$ cat config.mk
export PLATFORM = sky130hd
export DESIGN_NAME = console_line_editor
export DESIGN_NICKNAME = d
export VERILOG_FILES = /design/src/rtl/lce_pkg.sv /design/src/rtl/lce_line_mem.sv /design/src/rtl/lce_ctrl.sv /design/src/rtl/console_line_editor.sv
export VERILOG_INCLUDE_DIRS = /design/src /design/src/rtl
export SDC_FILE = /design/constraint.sdc
export NUM_CORES = 1
export LEC_CHECK = 0
export BUFFER_PORTS_ARGS = -buffer_cell sky130_fd_sc_hd__buf_2
export CAP_MARGIN = 5
export CORE_AREA = 3 3 210 212
export DETAILED_ROUTE_END_ITERATION = 7
export DIE_AREA = 0 0 213 215
export PLACE_DENSITY = 0.73
export SLEW_MARGIN = 20
export SYNTH_ARGS = -nofsm -noshare
export SYNTH_HDL_FRONTEND = slang
export SYNTH_HIERARCHICAL = 1
export SYNTH_SLANG_ARGS = --single-unit
$ cat constraint.sdc
create_clock -name clk -period 4.4 [get_ports clk]
set_input_delay 0.22 -clock clk [delete_from_list [all_inputs] [get_ports clk]]
set_output_delay 0.22 -clock clk [all_outputs]
set_load 0.01 [all_outputs]
$ cat src/rtl/console_line_editor_macros.svh
// Assertion macros used by the console line editor RTL (lce_ctrl).
// Each expects clk and rst_n in scope.
`ifndef CONSOLE_LINE_EDITOR_MACROS_SVH
`define CONSOLE_LINE_EDITOR_MACROS_SVH

// Same-cycle implication
`define LCE_ASSERT_NOW(label, ante, cons) \
    label: assert property (@(posedge clk) disable iff (!rst_n) (ante) |-> (cons)) \
        else $error("console line editor: same-cycle check failed");

// Next-cycle implication
`define LCE_ASSERT_NEXT(label, ante, cons) \
    label: assert property (@(posedge clk) disable iff (!rst_n) (ante) |=> (cons)) \
        else $error("console line editor: next-cycle check failed");

`endif

$ cat src/rtl/lce_pkg.sv
package lce_pkg;

    // Default line buffer size, terminator slot included
    localparam int BUFFER_BYTES_DEF = 64;

    localparam int BYTE_W   = 8;
    localparam int LIMIT_W  = 7;
    localparam int LENGTH_W = 6;
    localparam int KIND_W   = 2;
    // Address field wide enough for any buffer size up to 256
    localparam int MEM_ADDR_W = 8;

    localparam logic [LIMIT_W-1:0] LIMIT_RESET = 7'd64;
    localparam logic [8:0]         LIMIT_MIN   = 9'd2;

    // Result kinds
    localparam logic [KIND_W-1:0] KIND_ECHO  = 2'd0;
    localparam logic [KIND_W-1:0] KIND_LINE  = 2'd1;
    localparam logic [KIND_W-1:0] KIND_EMPTY = 2'd2;

    // Character codes
    localparam logic [BYTE_W-1:0] CH_BS    = 8'd8;
    localparam logic [BYTE_W-1:0] CH_LF    = 8'd10;
    localparam logic [BYTE_W-1:0] CH_CR    = 8'd13;
    localparam logic [BYTE_W-1:0] CH_SPACE = 8'd32;
    localparam logic [BYTE_W-1:0] CH_TILDE = 8'd126;
    localparam logic [BYTE_W-1:0] CH_DEL   = 8'd127;
    localparam logic [BYTE_W-1:0] CH_NUL   = 8'd0;

    // Line store access from the sequencer
    typedef struct packed {
        logic                  wr_en;
        logic [MEM_ADDR_W-1:0] wr_addr;
        logic [BYTE_W-1:0]     wr_data;
        logic                  rd_en;
        logic [MEM_ADDR_W-1:0] rd_addr;
    } mem_req_t;

endpackage

$ cat src/rtl/lce_line_mem.sv
module lce_line_mem #(
    parameter int BUFFER_BYTES = lce_pkg::BUFFER_BYTES_DEF
) (
    input  logic             clk,
    input  lce_pkg::mem_req_t mem_req,
    output logic [7:0]       rd_data
);
    import lce_pkg::*;

    localparam int DEPTH = BUFFER_BYTES - 1;
    localparam int AW    = (DEPTH > 1) ? $clog2(DEPTH) : 1;

    logic [BYTE_W-1:0] mem [DEPTH];
    logic [BYTE_W-1:0] rd_data_reg;

    // write port
    always_ff @(posedge clk)
    begin
        if (mem_req.wr_en)
        begin
            mem[mem_req.wr_addr[AW-1:0]] <= mem_req.wr_data;
        end
    end

    // registered read port, holds its data until the next read
    always_ff @(posedge clk)
    begin
        if (mem_req.rd_en)
        begin
            rd_data_reg <= mem[mem_req.rd_addr[AW-1:0]];
        end
    end

    assign rd_data = rd_data_reg;

endmodule

$ cat src/rtl/lce_ctrl.sv
module lce_ctrl #(
    parameter int BUFFER_BYTES = lce_pkg::BUFFER_BYTES_DEF
) (
    input  logic              clk,
    input  logic              rst_n,
    input  logic              cfg_wr_en,
    input  logic [6:0]        cfg_wr_data,
    input  logic              in_valid,
    output logic              in_stall,
    input  logic [7:0]        rx_byte,
    output logic              out_valid,
    input  logic              out_stall,
    output logic [1:0]        kind,
    output logic [7:0]        out_byte,
    output logic [5:0]        line_length,
    output logic              last,
    output lce_pkg::mem_req_t mem_req,
    input  logic [7:0]        rd_data
);
    import lce_pkg::*;

    `include "console_line_editor_macros.svh"

    localparam int CW = $clog2(BUFFER_BYTES);

    typedef enum logic [2:0] {
        S_IDLE,
        S_ECHO,
        S_BS1,
        S_BS2,
        S_BS3,
        S_EMPTY,
        S_LINE
    } state_t;

    state_t               state_reg, state_next;
    logic [LIMIT_W-1:0]   limit_reg, limit_next;
    logic [CW-1:0]        fill_reg, fill_next;
    logic [CW-1:0]        len_reg, len_next;
    logic [CW-1:0]        idx_reg, idx_next;
    logic [BYTE_W-1:0]    char_reg, char_next;
    logic                 out_valid_reg, out_valid_next;
    logic [KIND_W-1:0]    out_kind_reg, out_kind_next;
    logic [BYTE_W-1:0]    out_byte_reg, out_byte_next;
    logic [LENGTH_W-1:0]  out_len_reg, out_len_next;
    logic                 out_last_reg, out_last_next;

    logic [8:0]           lim9;
    logic [8:0]           eff9;
    logic [CW-1:0]        cap;
    logic                 fill_full;
    logic                 out_free;

    // effective line capacity from the limit register
    always_comb
    begin
        lim9 = 9'(limit_reg);
        if (lim9 < LIMIT_MIN)
        begin
            eff9 = LIMIT_MIN;
        end
        else if (lim9 > 9'(BUFFER_BYTES))
        begin
            eff9 = 9'(BUFFER_BYTES);
        end
        else
        begin
            eff9 = lim9;
        end
        cap = CW'(eff9 - 9'd1);
    end

    assign fill_full = (fill_reg >= cap);
    assign out_free  = !out_valid_reg || !out_stall;
    assign in_stall  = (state_reg != S_IDLE);

    // sequencer
    always_comb
    begin
        state_next     = state_reg;
        limit_next     = cfg_wr_en ? cfg_wr_data : limit_reg;
        fill_next      = fill_reg;
        len_next       = len_reg;
        idx_next       = idx_reg;
        char_next      = char_reg;
        out_valid_next = out_valid_reg && out_stall;
        out_kind_next  = out_kind_reg;
        out_byte_next  = out_byte_reg;
        out_len_next   = out_len_reg;
        out_last_next  = out_last_reg;
        mem_req        = '0;

        case (state_reg)
            S_IDLE:
            begin
                if (in_valid)
                begin
                    if (rx_byte == CH_CR || rx_byte == CH_LF ||
                        (rx_byte inside {[CH_SPACE:CH_TILDE]} && fill_full))
                    begin
                        // end of line: start emitting what is stored
                        fill_next = '0;
                        if (fill_reg == '0)
                        begin
                            state_next = S_EMPTY;
                        end
                        else
                        begin
                            mem_req.rd_en   = 1'b1;
                            mem_req.rd_addr = '0;
                            idx_next        = '0;
                            len_next        = fill_reg;
                            state_next      = S_LINE;
                        end
                    end
                    else if (rx_byte == CH_BS || rx_byte == CH_DEL)
                    begin
                        if (fill_reg != '0)
                        begin
                            fill_next  = fill_reg - CW'(1);
                            state_next = S_BS1;
                        end
                    end
                    else if (rx_byte inside {[CH_SPACE:CH_TILDE]})
                    begin
                        // store and echo the printable byte
                        mem_req.wr_en   = 1'b1;
                        mem_req.wr_addr = MEM_ADDR_W'(fill_reg);
                        mem_req.wr_data = rx_byte;
                        fill_next       = fill_reg + CW'(1);
                        char_next       = rx_byte;
                        state_next      = S_ECHO;
                    end
                end
            end

            S_ECHO:
            begin
                if (out_free)
                begin
                    out_valid_next = 1'b1;
                    out_kind_next  = KIND_ECHO;
                    out_byte_next  = char_reg;
                    out_len_next   = '0;
                    out_last_next  = !fill_full;
                    if (fill_full)
                    begin
                        // line just filled; the stored bytes follow the echo
                        mem_req.rd_en   = 1'b1;
                        mem_req.rd_addr = '0;
                        idx_next        = '0;
                        len_next        = fill_reg;
                        fill_next       = '0;
                        state_next      = S_LINE;
                    end
                    else
                    begin
                        state_next = S_IDLE;
                    end
                end
            end

            S_BS1:
            begin
                if (out_free)
                begin
                    out_valid_next = 1'b1;
                    out_kind_next  = KIND_ECHO;
                    out_byte_next  = CH_BS;
                    out_len_next   = '0;
                    out_last_next  = 1'b0;
                    state_next     = S_BS2;
                end
            end

            S_BS2:
            begin
                if (out_free)
                begin
                    out_valid_next = 1'b1;
                    out_kind_next  = KIND_ECHO;
                    out_byte_next  = CH_SPACE;
                    out_len_next   = '0;
                    out_last_next  = 1'b0;
                    state_next     = S_BS3;
                end
            end

            S_BS3:
            begin
                if (out_free)
                begin
                    out_valid_next = 1'b1;
                    out_kind_next  = KIND_ECHO;
                    out_byte_next  = CH_BS;
                    out_len_next   = '0;
                    out_last_next  = 1'b1;
                    state_next     = S_IDLE;
                end
            end

            S_EMPTY:
            begin
                if (out_free)
                begin
                    out_valid_next = 1'b1;
                    out_kind_next  = KIND_EMPTY;
                    out_byte_next  = CH_NUL;
                    out_len_next   = '0;
                    out_last_next  = 1'b1;
                    state_next     = S_IDLE;
                end
            end

            S_LINE:
            begin
                // read data holds idx_reg; prefetch the next entry as it leaves
                if (out_free)
                begin
                    out_valid_next = 1'b1;
                    out_kind_next  = KIND_LINE;
                    out_byte_next  = rd_data;
                    out_len_next   = LENGTH_W'(len_reg);
                    out_last_next  = (idx_reg + CW'(1) == len_reg);
                    if (idx_reg + CW'(1) == len_reg)
                    begin
                        state_next = S_IDLE;
                    end
                    else
                    begin
                        mem_req.rd_en   = 1'b1;
                        mem_req.rd_addr = MEM_ADDR_W'(idx_reg + CW'(1));
                        idx_next        = idx_reg + CW'(1);
                    end
                end
            end

            default:
            begin
                state_next = S_IDLE;
            end
        endcase
    end

    // state and registered outputs
    always_ff @(posedge clk or negedge rst_n)
    begin
        if (!rst_n)
        begin
            state_reg     <= S_IDLE;
            limit_reg     <= LIMIT_RESET;
            fill_reg      <= '0;
            out_valid_reg <= 1'b0;
        end
        else
        begin
            state_reg     <= state_next;
            limit_reg     <= limit_next;
            fill_reg      <= fill_next;
            out_valid_reg <= out_valid_next;
        end
    end

    always_ff @(posedge clk)
    begin
        len_reg      <= len_next;
        idx_reg      <= idx_next;
        char_reg     <= char_next;
        out_kind_reg <= out_kind_next;
        out_byte_reg <= out_byte_next;
        out_len_reg  <= out_len_next;
        out_last_reg <= out_last_next;
    end

    assign out_valid   = out_valid_reg;
    assign kind        = out_kind_reg;
    assign out_byte    = out_byte_reg;
    assign line_length = out_len_reg;
    assign last        = out_last_reg;

    // checks
    `LCE_ASSERT_NOW(a_line_fill_cleared, state_reg == S_LINE || state_reg == S_EMPTY, fill_reg == '0)
    `LCE_ASSERT_NOW(a_line_idx_in_range, state_reg == S_LINE, idx_reg < len_reg)
    `LCE_ASSERT_NOW(a_bs_drops_one, state_reg == S_BS1 && $past(state_reg) == S_IDLE, fill_reg == $past(fill_reg) - CW'(1))
    `LCE_ASSERT_NEXT(a_write_then_echo, mem_req.wr_en, state_reg == S_ECHO)

endmodule

$ cat src/rtl/console_line_editor.sv
// Console line editor.
// Input channel: one received byte (rx_byte) per beat, in_valid / in_stall.
// Output channel: kind, out_byte, line_length and last per beat,
// out_valid / out_stall. last marks the final beat caused by an input byte.
// Configuration: cfg_wr_en writes cfg_wr_data into the line limit register;
// write it only while the block is idle (the block does not enforce this).
// Printable bytes are echoed and kept in the line store unless the line is
// already full; backspace on a non-empty line echoes BS, space, BS; CR, LF
// or a full line sends the stored bytes, or one empty-line beat; other bytes
// produce nothing. A byte is taken in S_IDLE; its beats come from the states
// that follow, via the output register: S_ECHO (printable), S_EMPTY (empty
// line), S_BS1 to S_BS3 (backspace), S_LINE per stored byte (line ended by
// CR or LF) or S_ECHO then S_LINE (line filled, echo first). The store's
// single read port sends one stored byte per cycle unless the output stalls.
// A stall on the output holds the registered beat and the sequencer waits;
// in_stall is high until every beat of the current byte is issued.
// Reset clears the fill count, sets the line limit to 64 and empties the
// output register; the line store itself is not cleared.
module console_line_editor #(
    parameter int BUFFER_BYTES = lce_pkg::BUFFER_BYTES_DEF
) (
    input  logic       clk,
    input  logic       rst_n,
    input  logic       cfg_wr_en,
    input  logic [6:0] cfg_wr_data,
    input  logic       in_valid,
    output logic       in_stall,
    input  logic [7:0] rx_byte,
    output logic       out_valid,
    input  logic       out_stall,
    output logic [1:0] kind,
    output logic [7:0] out_byte,
    output logic [5:0] line_length,
    output logic       last
);
    import lce_pkg::*;

    mem_req_t          mem_req;
    logic [BYTE_W-1:0] rd_data;

    // sequencer and output register
    lce_ctrl #(
        .BUFFER_BYTES (BUFFER_BYTES)
    ) u_ctrl (
        .clk         (clk),
        .rst_n       (rst_n),
        .cfg_wr_en   (cfg_wr_en),
        .cfg_wr_data (cfg_wr_data),
        .in_valid    (in_valid),
        .in_stall    (in_stall),
        .rx_byte     (rx_byte),
        .out_valid   (out_valid),
        .out_stall   (out_stall),
        .kind        (kind),
        .out_byte    (out_byte),
        .line_length (line_length),
        .last        (last),
        .mem_req     (mem_req),
        .rd_data     (rd_data)
    );

    // line store
    lce_line_mem #(
        .BUFFER_BYTES (BUFFER_BYTES)
    ) u_mem (
        .clk     (clk),
        .mem_req (mem_req),
        .rd_data (rd_data)
    );

endmodule

==> results.md <==
| Stage | Quantity | Reported |
| --- | --- | --- |
| outcome | Run status | complete, no violations |
| setup path | Sequence of cells on the critical path | ha_1 -> xnor2_1 -> xnor2_1 -> nor3_1 -> a41oi_2 -> nand2_2 -> nor2_4 -> buf_12 -> mux4_1 -> a22oi_1 -> nand3_1 -> a211o_1 |
| setup path | Class of the most critical setup path | register to register |
| detailed routing | Routed Wire Length | 51.39 mm |
| yosys | Post-Synthesis Cells | 1250 |
| clock tree | Clock insertion delay at the later pin of the skew report | 610 ps |
| detailed routing | Routed len/inst | 25.52 um |
| clock tree | Worst-path clk slew | 60 ps |
| global routing | Global-route congestion overflow total | 0 |
| setup path | Critical Path Slowest Stage Cell | sky130_fd_sc_hd__mux4_1 |
| setup path | Cell depth of the worst flop-to-flop path | 12 |
| detailed routing | Iter 0 DRT Violations | 1361 |
| layout | Fin cells | 2014 |
| setup path | Buf+Inv Stages, Crit Path | 1 |
| detailed routing | Detailed-route via count | 12.59k |
| global routing | Pin count of the biggest net entering global routing | 64 |
| setup path | Slowest Stage Delay on Critical Path | 620 ps |
| setup path | Nature of the critical path startpoint | register |
| layout | # diodes | 0 |
| floorplanning | Placement row count | 75 |
| sta | Slew HR | 0.2237 |
| floorplanning | Core area | 42130 sq um |
| yosys | Syn avg cell area | 18.49 sq um |
| layout | Synthesis-to-layout area growth | 15.73% |
| global routing | First-pass GRT wire length | 77.36 mm |
| floorplanning | Width of the die | 213 um |
| yosys | Post-synthesis net count | 1283 |
| placement | Placed cell areas | 24740 sq um |
| job | Max-capacitance violation count | 0 |
| clock tree | Clock tree from TritonCTS | yes |
| pwr | Worst IR Drop VDD | 0.3248 mV |
| detailed routing | First drt pass iteration count | 7 |
| layout | Final core utilization | 0.6350 |
| setup path | CP dominant cell by count | sky130_fd_sc_hd__xnor2_1 |
| sta | Setup-violating endpoint count in the final report | 0 |
| global routing | Overall track demand over capacity in global routing | 0.2279 |
| sta | Fin Clk Skew | 22.09 ps |
| sta | Number of endpoints with negative hold slack in the final report | 0 |
| setup path | CP arrival | 4550 ps |
| placement | Final RePlAce weighted congestion | 0.8643 |
| floorplanning | Initial Utilization | 0.5487 |
| pwr | Static Leak | 8.813 nW |
| layout | Ratio of cells with drive above 1 in the final layout | 0.2732 |
| clock tree | Cts bufs inserted | 54 |
| sta | Crit share post-route | 0.9564 |
| detailed routing | DRC errors left | 0 |
| detailed routing | Post-DR vias/cell | 6.253 |
| clock tree | Total clock sinks | 566 |
| placement | Cell total after placement | 1886 |
| layout | Nets | 1466 |
| yosys | Yosys warning total | 6 |
| setup path | Cell family with most CP delay | simple AND/OR/NAND/NOR gates |
| sta | Final Max Slew Viols | 0 |
| setup path | Setup slack of the most critical reg-to-reg path | 190 ps |
| setup path | Highest fanout seen on the critical path | 15 |
| clock tree | Root buf cell | sky130_fd_sc_hd__clkbuf_16 |
| setup path | Endpoint kind of the worst setup timing path | register |
| setup path | Critical Path RT | 4740 ps |
| sta | Highest achievable clock rate | 237.6 MHz |
| sta | Fin crit period | 4208 ps |
| global routing | Antenna violations before repair | 0 |
| setup path | Startpoint of the worst register-to-register path | u_ctrl/idx_reg[1] |
| sta | Worst slew pin tran | 1160 ps |
| floorplanning | IO Count | 39 |
| clock tree | Buffers from clock root to sink, at most | 3 |
| detailed routing | Post-route ant nets | 0 |
| placement | Final HPWL DP | 32.18 mm |
| pwr | Areal power density over the cells | 442.4 nW/um^2 |
| global routing | Vias in the first global route | 12.37k |
| layout | Final instance area | 26750 sq um |
| layout | Max reg flops | 504 |
| floorplanning | Die Footprint | 45800 sq um |
| pwr | Post-layout total power | 0.01184 W |
| yosys | Cell area after synthesis | 23120 sq um |
| hold path | Worst hold path class | input port to asynchronous set/reset pin |
| layout | Final-layout fill cell count | 2758 |
| setup path | Worst reg2reg endpoint | u_mem/rd_data[3] |
| floorplanning | Die Height | 215 um |
| placement | Number of port buffers | 38 |
| clock tree | H-tree levels | 2 |
[report_power, final]
group / internal [W] / switching, W
clock network: 0.00247 / 0.00194
logic: 0.000437 / 0.000755
registers: 0.00616 / 0.0000796
[layer usage]
layer,up-vias,global-route usage,part of all wire
met4,0,0.07563,0.033
met1,6452,0.3316,0.41
met5,-,0,0
met2,603,0.3527,0.48
met3,102,0.04433,0.081
li1,5437,-,-
[layout make-up]
class                           instances  area [sq um]  area share
Clock inverter                         32         252.7    0.009447
Clock buffer                           66          1418     0.05299
Inverter                               12         45.04    0.001684
Timing Repair Buffer                  193          1570     0.05869
Multi-Input combinational cell        606          5882      0.2198
Tap cell                              539         674.4     0.02521
Sequential cell                       566         16910      0.6321
[through the flow]
stage | hold slack, ps | TNS, ps | setup WS, ps
floorplan | -75.59 | -6129 | -95.79
global placement | 177.4 | 0 | 159.4
detailed placement | 183.5 | -207.8 | -29.13
CTS | 65.36 | 0 | 36.19
global route | 123.2 | -157.9 | -13.65
finish | 111.6 | 0 | 192.0
[what timing repair did]
action / 4_1_cts / 5_1_grt
gates resized for setup: 1 / 10
endpoints found under the hold margin: 36 / 0
gates cloned: 0 / 0
pin swaps: 0 / 4
buffers inserted: 0 / 5
setup endpoints to repair: 84 / 646
hold buffers: 25 / 0
[worst max path at each step]
stage	from	end	slack, ps	cells past startpoint
6_report	u_ctrl/idx_reg[1]	u_mem/rd_data[3]	190	12
5_1_grt	u_ctrl/limit_reg[3]	u_mem/mem[55][2]	-10	15
4_1_cts	u_ctrl/limit_reg[2]	u_mem/mem[17][7]	40	15
3_5_place_dp	u_ctrl/limit_reg[2]	u_mem/mem[42][2]	-30	16
3_3_place_gp	u_ctrl/limit_reg[2]	u_mem/mem[31][3]	160	15
2_1_floorplan	u_ctrl/limit_reg[2]	u_mem/mem[23][0]	-100	17
[cells in the final DEF, fill, tap and decap left out, types with 14 or more instances in the layout]
cell type,count
sky130_fd_sc_hd__buf_4,117
sky130_fd_sc_hd__a211oi_1,14
sky130_fd_sc_hd__mux2i_1,32
sky130_fd_sc_hd__a22oi_1,31
sky130_fd_sc_hd__a21oi_1,31
sky130_fd_sc_hd__buf_2,38
sky130_fd_sc_hd__edfxtp_1,549
sky130_fd_sc_hd__nand3_1,20
sky130_fd_sc_hd__mux4_2,100
sky130_fd_sc_hd__o22ai_1,17
sky130_fd_sc_hd__o21ai_0,24
sky130_fd_sc_hd__nor2_1,92
sky130_fd_sc_hd__nor3_1,15
sky130_fd_sc_hd__nor2b_1,16
sky130_fd_sc_hd__dlygate4sd3_1,25
sky130_fd_sc_hd__dfrtp_1,16
sky130_fd_sc_hd__nand2_1,39
sky130_fd_sc_hd__clkbuf_16,55
Power figures use the tool's default switching activity.
